===== config.mk =====
export PLATFORM = sky130hd
export DESIGN_NAME = joystick_cursor_controller
export DESIGN_NICKNAME = d
export VERILOG_FILES = /design/src/jcc_pkg.sv /design/src/jcc_classify.sv /design/src/jcc_rsp_queue.sv /design/src/joystick_cursor_controller.sv
export SDC_FILE = /design/constraint.sdc
export NUM_CORES = 1
export LEC_CHECK = 0
export ABC_AREA = 1
export ABC_CLOCK_PERIOD_IN_PS = 5100
export BUFFER_PORTS_ARGS = -buffer_cell sky130_fd_sc_hd__buf_2
export CAP_MARGIN = 20
export CORE_ASPECT_RATIO = 1.75
export CORE_MARGIN = 4
export CORE_UTILIZATION = 40
export DETAILED_ROUTE_END_ITERATION = 10
export GPL_ROUTABILITY_DRIVEN = 0
export PLACE_DENSITY_LB_ADDON = 0.05
export RECOVER_POWER = 25
export SLEW_MARGIN = 20
export SYNTH_ARGS = -nofsm -noshare
export SYNTH_HDL_FRONTEND = slang
export SYNTH_SLANG_ARGS = --single-unit

===== constraint.sdc =====
create_clock -name clock -period 5.1 [get_ports clock]
set_input_delay 0.255 -clock clock [delete_from_list [all_inputs] [get_ports clock]]
set_output_delay 0.255 -clock clock [all_outputs]
set_load 0.01 [all_outputs]

===== src/jcc_pkg.sv =====
// Package for the joystick cursor controller: payload structs, register
// indexes, reset values and the move and phase codes.
// No dependencies; every other file of the block imports it.
`default_nettype none

package jcc_pkg;

   // Sample width of both axes and of every threshold register.
   localparam int SAMPLE_BITS = 10;
   localparam int CSR_INDEX_BITS = 3;
   localparam int COLUMN_BITS = 8;
   localparam int ROW_BITS = 3;
   localparam int ROW_DRIVE_BITS = 5;

   typedef logic [SAMPLE_BITS-1:0] sample_type;

   // Register indexes on the configuration port.
   localparam logic [CSR_INDEX_BITS-1:0] REG_REST_LOW       = 3'd0;
   localparam logic [CSR_INDEX_BITS-1:0] REG_REST_HIGH      = 3'd1;
   localparam logic [CSR_INDEX_BITS-1:0] REG_LOW_THRESHOLD  = 3'd2;
   localparam logic [CSR_INDEX_BITS-1:0] REG_HIGH_THRESHOLD = 3'd3;
   localparam logic [CSR_INDEX_BITS-1:0] REG_CENTRE_VALUE   = 3'd4;
   localparam logic [CSR_INDEX_BITS-1:0] REG_OFF_AXIS_LIMIT = 3'd5;

   // Cursor geometry.
   localparam logic [COLUMN_BITS-1:0] COLUMN_LEFT_EDGE  = 8'h80;
   localparam logic [COLUMN_BITS-1:0] COLUMN_RIGHT_EDGE = 8'h01;
   localparam logic [ROW_BITS-1:0]    ROW_TOP           = 3'd0;
   localparam logic [ROW_BITS-1:0]    ROW_BOTTOM        = 3'd4;

   typedef enum logic [2:0] {
      MOVE_NONE  = 3'd0,
      MOVE_LEFT  = 3'd1,
      MOVE_RIGHT = 3'd2,
      MOVE_UP    = 3'd3,
      MOVE_DOWN  = 3'd4
   } move_type;

   // Idle classifies the samples; hold ignores them for one item.
   typedef enum logic [1:0] {
      PH_IDLE = 2'b01,
      PH_HOLD = 2'b10
   } phase_type;

   typedef struct packed {
      sample_type horiz_sample;
      sample_type vert_sample;
   } req_type;

   typedef struct packed {
      logic [ROW_DRIVE_BITS-1:0] row_drive;
      logic [COLUMN_BITS-1:0]    column_pattern;
      logic [2:0]                move_taken;
   } rsp_type;

   typedef struct packed {
      sample_type rest_low;
      sample_type rest_high;
      sample_type low_threshold;
      sample_type high_threshold;
      sample_type centre_value;
      sample_type off_axis_limit;
   } cfg_type;

   localparam cfg_type CFG_RESET = '{
      rest_low:       10'd500,
      rest_high:      10'd600,
      low_threshold:  10'd350,
      high_threshold: 10'd850,
      centre_value:   10'd512,
      off_axis_limit: 10'd250
   };

   // Next cursor state and the result for one item.
   typedef struct packed {
      phase_type              phase;
      logic [COLUMN_BITS-1:0] column;
      logic [ROW_BITS-1:0]    row;
      rsp_type                rsp;
   } step_type;

endpackage

`default_nettype wire


===== src/jcc_classify.sv =====
// Combinational step of the cursor controller: classifies one sample pair
// and computes the next cursor state and the result item.
// Depends on jcc_pkg.
`default_nettype none

module jcc_classify (
   input  jcc_pkg::req_type                    req,
   input  jcc_pkg::cfg_type                    cfg,
   input  jcc_pkg::phase_type                  phase,
   input  logic [jcc_pkg::COLUMN_BITS-1:0]     column,
   input  logic [jcc_pkg::ROW_BITS-1:0]        row,
   output jcc_pkg::step_type                   step
);
   import jcc_pkg::*;

   move_type               move;
   logic [COLUMN_BITS-1:0] column_next;
   logic [ROW_BITS-1:0]    row_next;
   logic                   horiz_rest;
   logic                   vert_rest;
   logic                   horiz_near;
   logic                   vert_near;

   // True when the distance from centre is strictly below the limit.
   function automatic logic near_centre(input sample_type v, input sample_type c,
                                        input sample_type limit);
      sample_type distance;
      distance = (v >= c) ? sample_type'(v - c) : sample_type'(c - v);
      return distance < limit;
   endfunction

   assign horiz_rest = (req.horiz_sample > cfg.rest_low) && (req.horiz_sample < cfg.rest_high);
   assign vert_rest  = (req.vert_sample > cfg.rest_low) && (req.vert_sample < cfg.rest_high);
   assign horiz_near = near_centre(req.horiz_sample, cfg.centre_value, cfg.off_axis_limit);
   assign vert_near  = near_centre(req.vert_sample, cfg.centre_value, cfg.off_axis_limit);

   // Priority classification; only the idle phase looks at the samples.
   always_comb begin
      move = MOVE_NONE;
      if (phase == PH_IDLE) begin
         if (horiz_rest && vert_rest) begin
            move = MOVE_NONE;
         end else if ((req.horiz_sample < cfg.low_threshold) && vert_near) begin
            move = MOVE_LEFT;
         end else if ((req.horiz_sample > cfg.high_threshold) && vert_near) begin
            move = MOVE_RIGHT;
         end else if ((req.vert_sample > cfg.high_threshold) && horiz_near) begin
            move = MOVE_UP;
         end else if ((req.vert_sample < cfg.low_threshold) && horiz_near) begin
            move = MOVE_DOWN;
         end
      end
   end

   // Cursor update: the column rotates at the edges, the row holds at the
   // top and wraps from the bottom back to the top.
   always_comb begin
      column_next = column;
      row_next    = row;
      case (move)
         MOVE_LEFT: begin
            column_next = (column == COLUMN_LEFT_EDGE) ? COLUMN_RIGHT_EDGE
                                                       : {column[COLUMN_BITS-2:0], 1'b0};
         end
         MOVE_RIGHT: begin
            column_next = (column == COLUMN_RIGHT_EDGE) ? COLUMN_LEFT_EDGE
                                                        : {1'b0, column[COLUMN_BITS-1:1]};
         end
         MOVE_UP: begin
            if (row != ROW_TOP) begin
               row_next = row - 3'd1;
            end
         end
         MOVE_DOWN: begin
            row_next = (row >= ROW_BOTTOM) ? ROW_TOP : row + 3'd1;
         end
         default: begin
            column_next = column;
         end
      endcase
   end

   always_comb begin
      step.phase              = (move == MOVE_NONE) ? PH_IDLE : PH_HOLD;
      step.column             = column_next;
      step.row                = row_next;
      step.rsp.row_drive      = ~(5'b00001 << row_next);
      step.rsp.column_pattern = column_next;
      step.rsp.move_taken     = move;
   end

endmodule

`default_nettype wire


===== src/jcc_rsp_queue.sv =====
// Two-entry result queue: holds finished items so that the input side keeps
// taking items while the output side is stalled, until both entries are full.
// Depends on jcc_pkg.
`default_nettype none

module jcc_rsp_queue (
   input  logic             clock,
   input  logic             reset,
   input  logic             push,
   input  jcc_pkg::rsp_type push_data,
   output logic             full,
   output logic             rsp_valid,
   input  logic             rsp_stall,
   output jcc_pkg::rsp_type rsp_data
);
   import jcc_pkg::*;

   logic [1:0] count_ff;
   logic [1:0] count_in;
   logic       rd_ptr_ff;
   logic       wr_ptr_ff;
   logic       pop;
   rsp_type    slot_ff [2];

   assign pop       = (count_ff != 2'd0) && !rsp_stall;
   assign full      = (count_ff == 2'd2);
   assign rsp_valid = (count_ff != 2'd0);
   assign rsp_data  = slot_ff[rd_ptr_ff];

   // Occupancy follows pushes and pops.
   always_comb begin
      count_in = count_ff;
      if (push && !pop) begin
         count_in = count_ff + 2'd1;
      end else if (!push && pop) begin
         count_in = count_ff - 2'd1;
      end
   end

   always_ff @(posedge clock) begin
      if (reset) begin
         count_ff  <= 2'd0;
         rd_ptr_ff <= 1'b0;
         wr_ptr_ff <= 1'b0;
      end else begin
         count_ff <= count_in;
         if (push) begin
            wr_ptr_ff <= ~wr_ptr_ff;
         end
         if (pop) begin
            rd_ptr_ff <= ~rd_ptr_ff;
         end
      end
   end

   // Result storage needs no reset.
   always_ff @(posedge clock) begin
      if (push) begin
         slot_ff[wr_ptr_ff] <= push_data;
      end
   end

endmodule

`default_nettype wire


===== src/joystick_cursor_controller.sv =====
// Top level of the joystick cursor controller: configuration registers,
// cursor state, the classify step and the result queue.
// Depends on jcc_pkg, jcc_classify and jcc_rsp_queue.
//
//   Channel   Ports                              Direction
//   request   req_valid, req_stall, req_data     in  (sample pair)
//   result    rsp_valid, rsp_stall, rsp_data     out (row drive, column, move)
//   config    csr_wr_en, csr_index, csr_wdata    in  (write only)
//
// One item per clock while req_stall is low; the result is written into the
// result queue when the item is taken. The classify step and the cursor update
// sit in one combinational stage ahead of a two-entry result queue.
// Reset is synchronous and puts the cursor at the top-left column, idle.
// req_stall rises only when both queue entries hold results not yet taken.
`default_nettype none

module joystick_cursor_controller (
   input  logic                                clock,
   input  logic                                reset,
   input  logic                                req_valid,
   output logic                                req_stall,
   input  jcc_pkg::req_type                    req_data,
   output logic                                rsp_valid,
   input  logic                                rsp_stall,
   output jcc_pkg::rsp_type                    rsp_data,
   input  logic                                csr_wr_en,
   input  logic [jcc_pkg::CSR_INDEX_BITS-1:0]  csr_index,
   input  logic [jcc_pkg::SAMPLE_BITS-1:0]     csr_wdata
);
   import jcc_pkg::*;

   cfg_type                cfg_ff;
   phase_type              phase_ff;
   logic [COLUMN_BITS-1:0] column_ff;
   logic [ROW_BITS-1:0]    row_ff;
   step_type               step;
   logic                   queue_full;
   logic                   req_accept;

   assign req_stall  = queue_full;
   assign req_accept = req_valid && !queue_full;

   // Configuration writes; indexes beyond the list are ignored.
   always_ff @(posedge clock) begin
      if (reset) begin
         cfg_ff <= CFG_RESET;
      end else if (csr_wr_en) begin
         case (csr_index)
            REG_REST_LOW:       cfg_ff.rest_low       <= csr_wdata;
            REG_REST_HIGH:      cfg_ff.rest_high      <= csr_wdata;
            REG_LOW_THRESHOLD:  cfg_ff.low_threshold  <= csr_wdata;
            REG_HIGH_THRESHOLD: cfg_ff.high_threshold <= csr_wdata;
            REG_CENTRE_VALUE:   cfg_ff.centre_value   <= csr_wdata;
            REG_OFF_AXIS_LIMIT: cfg_ff.off_axis_limit <= csr_wdata;
            default:            cfg_ff                <= cfg_ff;
         endcase
      end
   end

   jcc_classify u_classify (
      .req    (req_data),
      .cfg    (cfg_ff),
      .phase  (phase_ff),
      .column (column_ff),
      .row    (row_ff),
      .step   (step)
   );

   // Cursor state advances once per accepted item.
   always_ff @(posedge clock) begin
      if (reset) begin
         phase_ff  <= PH_IDLE;
         column_ff <= COLUMN_LEFT_EDGE;
         row_ff    <= ROW_TOP;
      end else if (req_accept) begin
         phase_ff  <= step.phase;
         column_ff <= step.column;
         row_ff    <= step.row;
      end
   end

   jcc_rsp_queue u_rsp_queue (
      .clock     (clock),
      .reset     (reset),
      .push      (req_accept),
      .push_data (step.rsp),
      .full      (queue_full),
      .rsp_valid (rsp_valid),
      .rsp_stall (rsp_stall),
      .rsp_data  (rsp_data)
   );

`ifndef SYNTH
   // A hold item always returns the block to idle without moving the cursor.
   assert property (@(posedge clock) disable iff (reset)
      (req_accept && phase_ff == PH_HOLD) |=>
         (phase_ff == PH_IDLE && $stable(column_ff) && $stable(row_ff)))
      else $error("hold item did not return to idle with the cursor held");

   // The cursor column stays one-hot.
   assert property (@(posedge clock) disable iff (reset) $onehot(column_ff))
      else $error("cursor column lost its one-hot form");

   // The row index never leaves the five visible rows.
   assert property (@(posedge clock) disable iff (reset) (row_ff <= ROW_BOTTOM))
      else $error("row index beyond the bottom row");

   // Cursor state only changes when an item is accepted.
   assert property (@(posedge clock) disable iff (reset)
      !req_accept |=> ($stable(column_ff) && $stable(row_ff) && $stable(phase_ff)))
      else $error("cursor state changed without an accepted item");
`endif

endmodule

`default_nettype wire


### Yosys cells after proc, flatten, opt, wreduce, memory -nomap -nowiden

Memories as Yosys holds them, arrays and structs flattened. A register that Yosys moved wholly into a read port is not among the register bits.
Cells that the tools add are included.

| word-level totals | value |
|---|---|
| bits in registers | 77 |
| bits in latches | 0 |
| bits in writable memories | 32 |
| ROM bits | 0 |
| input bits | 38 |
| output and inout bits | 18 |
| memories | 1 |

| operators by class | value |
|---|---|
| add/sub/neg operators | 8 |
| multiply operators | 0 |
| div/mod/pow operators | 0 |
| magnitude comparators | 13 |
| equal/unequal tests | 13 |
| shift operators | 1 |
| mux-type cells | 21 |
| bitwise operators | 3 |
| reductions and logical operators | 26 |

Memory list:

| name | words | width | rd ports | clocked after memory_dff | write ports | line | RTL |
|---|---|---|---|---|---|---|---|
| u_rsp_queue.slot_ff | 2 | 16 | 1 | 1 | 1 | jcc_rsp_queue.sv:23 | `rsp_type slot_ff [2];` |

Operator list:

| operator | number |
|---|---|
| $lt 10x10->1 | 6 |
| $gt 10x10->1 | 4 |
| $sub 10x10->10 | 4 |
| $mux 3 | 8 |
| $ge 10x10->1 | 2 |
| $mux 10 | 2 |
| $mux 8 | 2 |
| $pmux 8 s2 | 1 |
| $eq 3x2->1 const B | 4 |
| $reduce_and 2->1 | 6 |
| $logic_and 1x1->1 | 11 |
| $eq 3x3->1 const B | 3 |
| $eq 8x1->1 const B | 1 |
| $eq 8x8->1 const B | 1 |
| $eq 3x1->1 const B | 2 |
| $logic_not 3->1 | 2 |
| $mux 2 | 3 |
| $pmux 3 s2 | 1 |
| $not 5->5 | 1 |
| $shl 1x3->5 const A | 1 |
| $logic_not 1->1 | 4 |
| $mux 1 | 4 |
| $reduce_bool 2->1 | 2 |
| $add 3x1->3 const B | 1 |
| 8 further kinds | 9 |

### Logic depth before layout (Yosys ltp)

| logic depth | value |
|---|---|
| depth in word-level cells | 14 |
| gate-level depth with buffers | 31 |
| gate-level depth less buffers | 30 |

### Modules after synthesis

From an unflattened synthesis, not the netlist that was laid out.

| unflattened totals | value |
|---|---|
| cell total of the unflattened synthesis | 1286 |
| area, all modules | 9196.3 µm² |

Modules (own cells, without submodules):

| module | instances | cells each | area an instance (µm²) | seq. area each (µm²) |
|---|---|---|---|---|
| jcc_classify | 1 | 823 | 5018.6 | 0.0 |
| joystick_cursor_controller | 1 | 377 | 2732.6 | 1461.4 |
| jcc_rsp_queue | 1 | 86 | 1445.1 | 1061.0 |

### Worst setup path after synthesis

OpenSTA, ideal clock, no wires.

| path | value |
|---|---|
| path kind | register to register |
| start | register cfg_ff[11] (netlist bit) |
| end | memory u_rsp_queue.slot_ff[0][13] (netlist bit) (data pin) |
| setup time | 0.267 ns |
| data arrival time | 3.601 ns |
| required time | 4.833 ns |
| setup slack | 1.232 ns |
| stages on the path, launching flop included | 28 |
| path buffers | 2 |
| period minus slack after synthesis | 3.868 ns |
| cell sequence | dfxtp_1 inv_1 fa_1 nand2_1 nand2_1 a21oi_2 o21ai_2 a21boi_2 nand2_1 a21oi_1 o21bai_2 buf_4 nor2_1 a21oi_1 ha_1 nand2_1 nand2_1 nand2_1 a21oi_1 nor2_1 nand3_2 nand2_4 nand2_4 nor2_8 buf_8 nand3_2 nand3_2 nand3_1 |

RTL lines:

| element | line | RTL |
|---|---|---|
| start, declared | joystick_cursor_controller.sv:32 | `cfg_type cfg_ff;` |
| start signal, assigned | joystick_cursor_controller.sv:55 | `default: cfg_ff <= cfg_ff;` |
| end, declared | jcc_rsp_queue.sv:23 |  |

==> results.md <==
* M1 GR Usage at between 20% and 30%
* Final worst slack at around 0.60 ns
* Clock sinks at between 100 and 150
* Buffers on Ports at 55
* Chip Height at 205 um
* CTS buffer count at 9
* Failing checks: max-capacitance violations, max-slew violations
* First-pass GRT wire length at between 40000 and 50000 um
* Initial antenna violation count at 0
* Pre-CTS setup slack at roughly 0.47 ns
* Worst Path Max Fanout at 18
* Layout area overhead at 10.2%
* Root Buffer: clkbuf_16
* Outcome: complete, but fails checks
* Avg WL per Cell at between 15 and 20 um
* Worst-case clock buffer depth at 2
* Met2 GRT Util at between 40% and 50%
* Top_reg_cell synth: dfxtp_1
* Seq/Total Area, Yosys at 28.3%
* Mapped Cells at 1172
* Post-layout nets at roughly 1400
* Final worst path period share at 88.2%
* HPWL after DPL at roughly 22000 um
* Fin. max-slew vios at 47
* Dpl cell area at between 9000 and 10000 um^2
* Row count at between 70 and 80
* Clk_lat worst skew at about 0.37 ns
* CP Launch Type: flop
* PwrDens at 286 nW/um^2
* Final Hold Fails at 0
* Grt met3 use at under 10%
* Core area at about 22000 um^2
* Ys Warns at 0
* # diodes at 0
* Vias in the first global route at 7547
* Clock Skew at roughly 0.016 ns
* CP endpoint kind: flop
* TNS Setup at 0 ns
* Post-cts gate resize count at 0
* Crit Path Class: flop to flop
* GR peak layer: met2
* Number of synthesized flops with an enable pin at 32
* CTS tree: yes
* CP max stage delay at 0.39 ns
* Post-route minimum period at 4.50 ns
* VDD IR max at ~0.13 mV
* Post-CTS setup buffers at 0
* Slew @ Worst Pin at approximately 2.2 ns
* Buf/Inv on CP at 4
* Post-Route WL at about 27000 um
* Yosys reg bits at 110
* Worst-path clk slew at roughly 0.07 ns
* Maximum clock frequency at ~220 MHz
* Distinct cells, synth at 48
* Mapped Nets at about 1400
* CP max stage cell: dfxtp_1
* Worst slew margin at -48.5%
* Drt pass-1 iters at 7
* Htree depth at 3
* Crit path required time at roughly 5.2 ns
* GRT Total Usage at 22.4%
* CP top delay family: simple AND/OR/NAND/NOR gates
* Max cap viols at 1
* Initial drt markers at between 400 and 500
* DRC at 0
* Leakage at approximately 5 nW
* Yosys top cell by area: ha_1
* Multi-input combinational cell area at ~5500 um^2
* Final setup fails at 0
* Async SR Flop Fraction at 0%
* Largest net degree at the start of global routing at 47
* Post-synth top area share at 19.4%
* Mapped Avg Cell Area at 7.60 um^2
* Post-Syn Area at just under 9000 um^2
* Routed vias at 7580
* Die ar. at 24800 um^2
* Reg area at about 2500 um^2
* Critical Path AT at 4.60 ns
* Ranking of synthesized cells by area: ha_1, dfxtp_1, edfxtp_1, nand2_1, inv_1
* Grt ovf at 0
* CP dominant cell by count: nand2_1
* RSZ-0062 raised after global routing: false
* Vias/cell at 4.96
* Number of hold buffers added after CTS at 0
* Fraction of layout instances using a drive strength above 1 at around an eighth
* WHS at 0.188 ns
* IO Count at 56
* Post-route antenna net violation count at 0
* Initial Util at around two fifths
* Final-layout fill cell count at roughly 2400
* Min-delay worst type: input port to flop
* Final instance area at 9820 um^2
* Chip width at around 120 um
worst paths after layout:
check / start / cells past startpoint / slack [ns] / to
setup reg to reg: cfg_ff[10]$_SDFFE_PP0P_ / 27 / 0.60 / u_rsp_queue.slot_ff[0][14]$_DFFE_PP_
hold / removal: rsp_stall / 3 / 0.19 / u_rsp_queue.rd_ptr_ff$_SDFFE_PP0P_
hold reg to reg: u_rsp_queue.rd_ptr_ff$_SDFFE_PP0P_ / 1 / 0.45 / u_rsp_queue.rd_ptr_ff$_SDFFE_PP0P_
setup / recovery: cfg_ff[10]$_SDFFE_PP0P_ / 27 / 0.60 / u_rsp_queue.slot_ff[0][14]$_DFFE_PP_
synthesized netlist by cell type, types with 5 or more instances:
cell / number
ha_1: 138
nand2_1: 214
mux2_2: 17
dfxtp_1: 78
clkbuf_1: 18
o211ai_1: 25
o21ai_1: 5
nand4_1: 26
nand3_2: 17
a221oi_1: 5
xor2_1: 21
nor2_2: 7
xnor2_1: 8
nor2_1: 86
a21o_1: 8
a21oi_1: 93
o21bai_1: 6
edfxtp_1: 32
inv_1: 201
o21ai_0: 69
nand3_1: 52
kinds of logic after synthesis:
group	Yosys count	share of synthesized area [%]
and+or+nand+nor	415	21.5
buffers and inverters	234	10.3
AOI/OAI and AO/OA	224	14.5
adders and majority gates	142	20.3
DFF	110	28.3
xor gates and xnor gates	29	2.85
muxes	18	2.26
sequential cells by signal, summed over array words and instances, names as in the netlist, named ones only:
name / count
phase_ff: 2
u_rsp_queue.rd_ptr_ff: 1
cfg_ff: 60
u_rsp_queue.count_ff: 2
u_rsp_queue.wr_ptr_ff: 1
row_ff: 3
column_ff: 8
u_rsp_queue.slot_ff: 32
layer usage:
metal  part of all wire (%)  routed length [um]
met3                    2.4                 660
met2                     55               14900
met1                     37               10100
met4                    4.9                1310
met5                      0                   0
worst min-delay path, stage by stage:
cell	delay, ns
buf_2	0.08
a21oi_1	0.06
a21oi_1	0.13
where the power goes:
part | internal, mW | leakage [nW] | switching, mW | total (mW)
clock | 0.351 | 0.138 | 0.355 | 0.706
sequential | 1.03 | 0.929 | 0.0662 | 1.09
combinational | 0.367 | 3.91 | 0.642 | 1.01
metrics by stage:
stage,util (%),power (mW),cells
finish,44.7,2.81,1528
global route,44.7,3.02,1528
CTS,44.7,2.85,1528
detailed placement,43.4,2.14,1512
global placement,43.4,2.13,1512
floorplan,-,1.83,1172
cell type report:
class,instances,area share (%)
Clock buffer,11,2.47
Clock inverter,5,0.421
Tap cell,296,3.77
Inverter,205,7.84
Timing Repair Buffer,73,4.09
Multi-Input combinational cell,828,55.7
Sequential cell,110,25.7
placed cells by master, fill, tap and decap left out, types with 5 or more instances in the layout:
master,Yosys,final
inv_1,201,201
edfxtp_1,32,32
o21ai_1,5,5
ha_1,138,138
o211ai_1,25,25
a21oi_1,93,93
nand4_1,26,26
xor2_1,21,21
clkbuf_16,0,9
nand2_1,214,214
clkbuf_1,18,6
o21ai_0,69,69
nor2_1,86,86
nand3_2,17,17
nand3_1,52,52
mux2_2,17,17
nor2_2,7,7
a221oi_1,5,5
buf_2,3,51
o21bai_1,6,6
buf_4,4,17
a21o_1,8,8
dfxtp_1,78,78
xnor2_1,8,8
No activity file was read; power rests on OpenSTA's default activity.
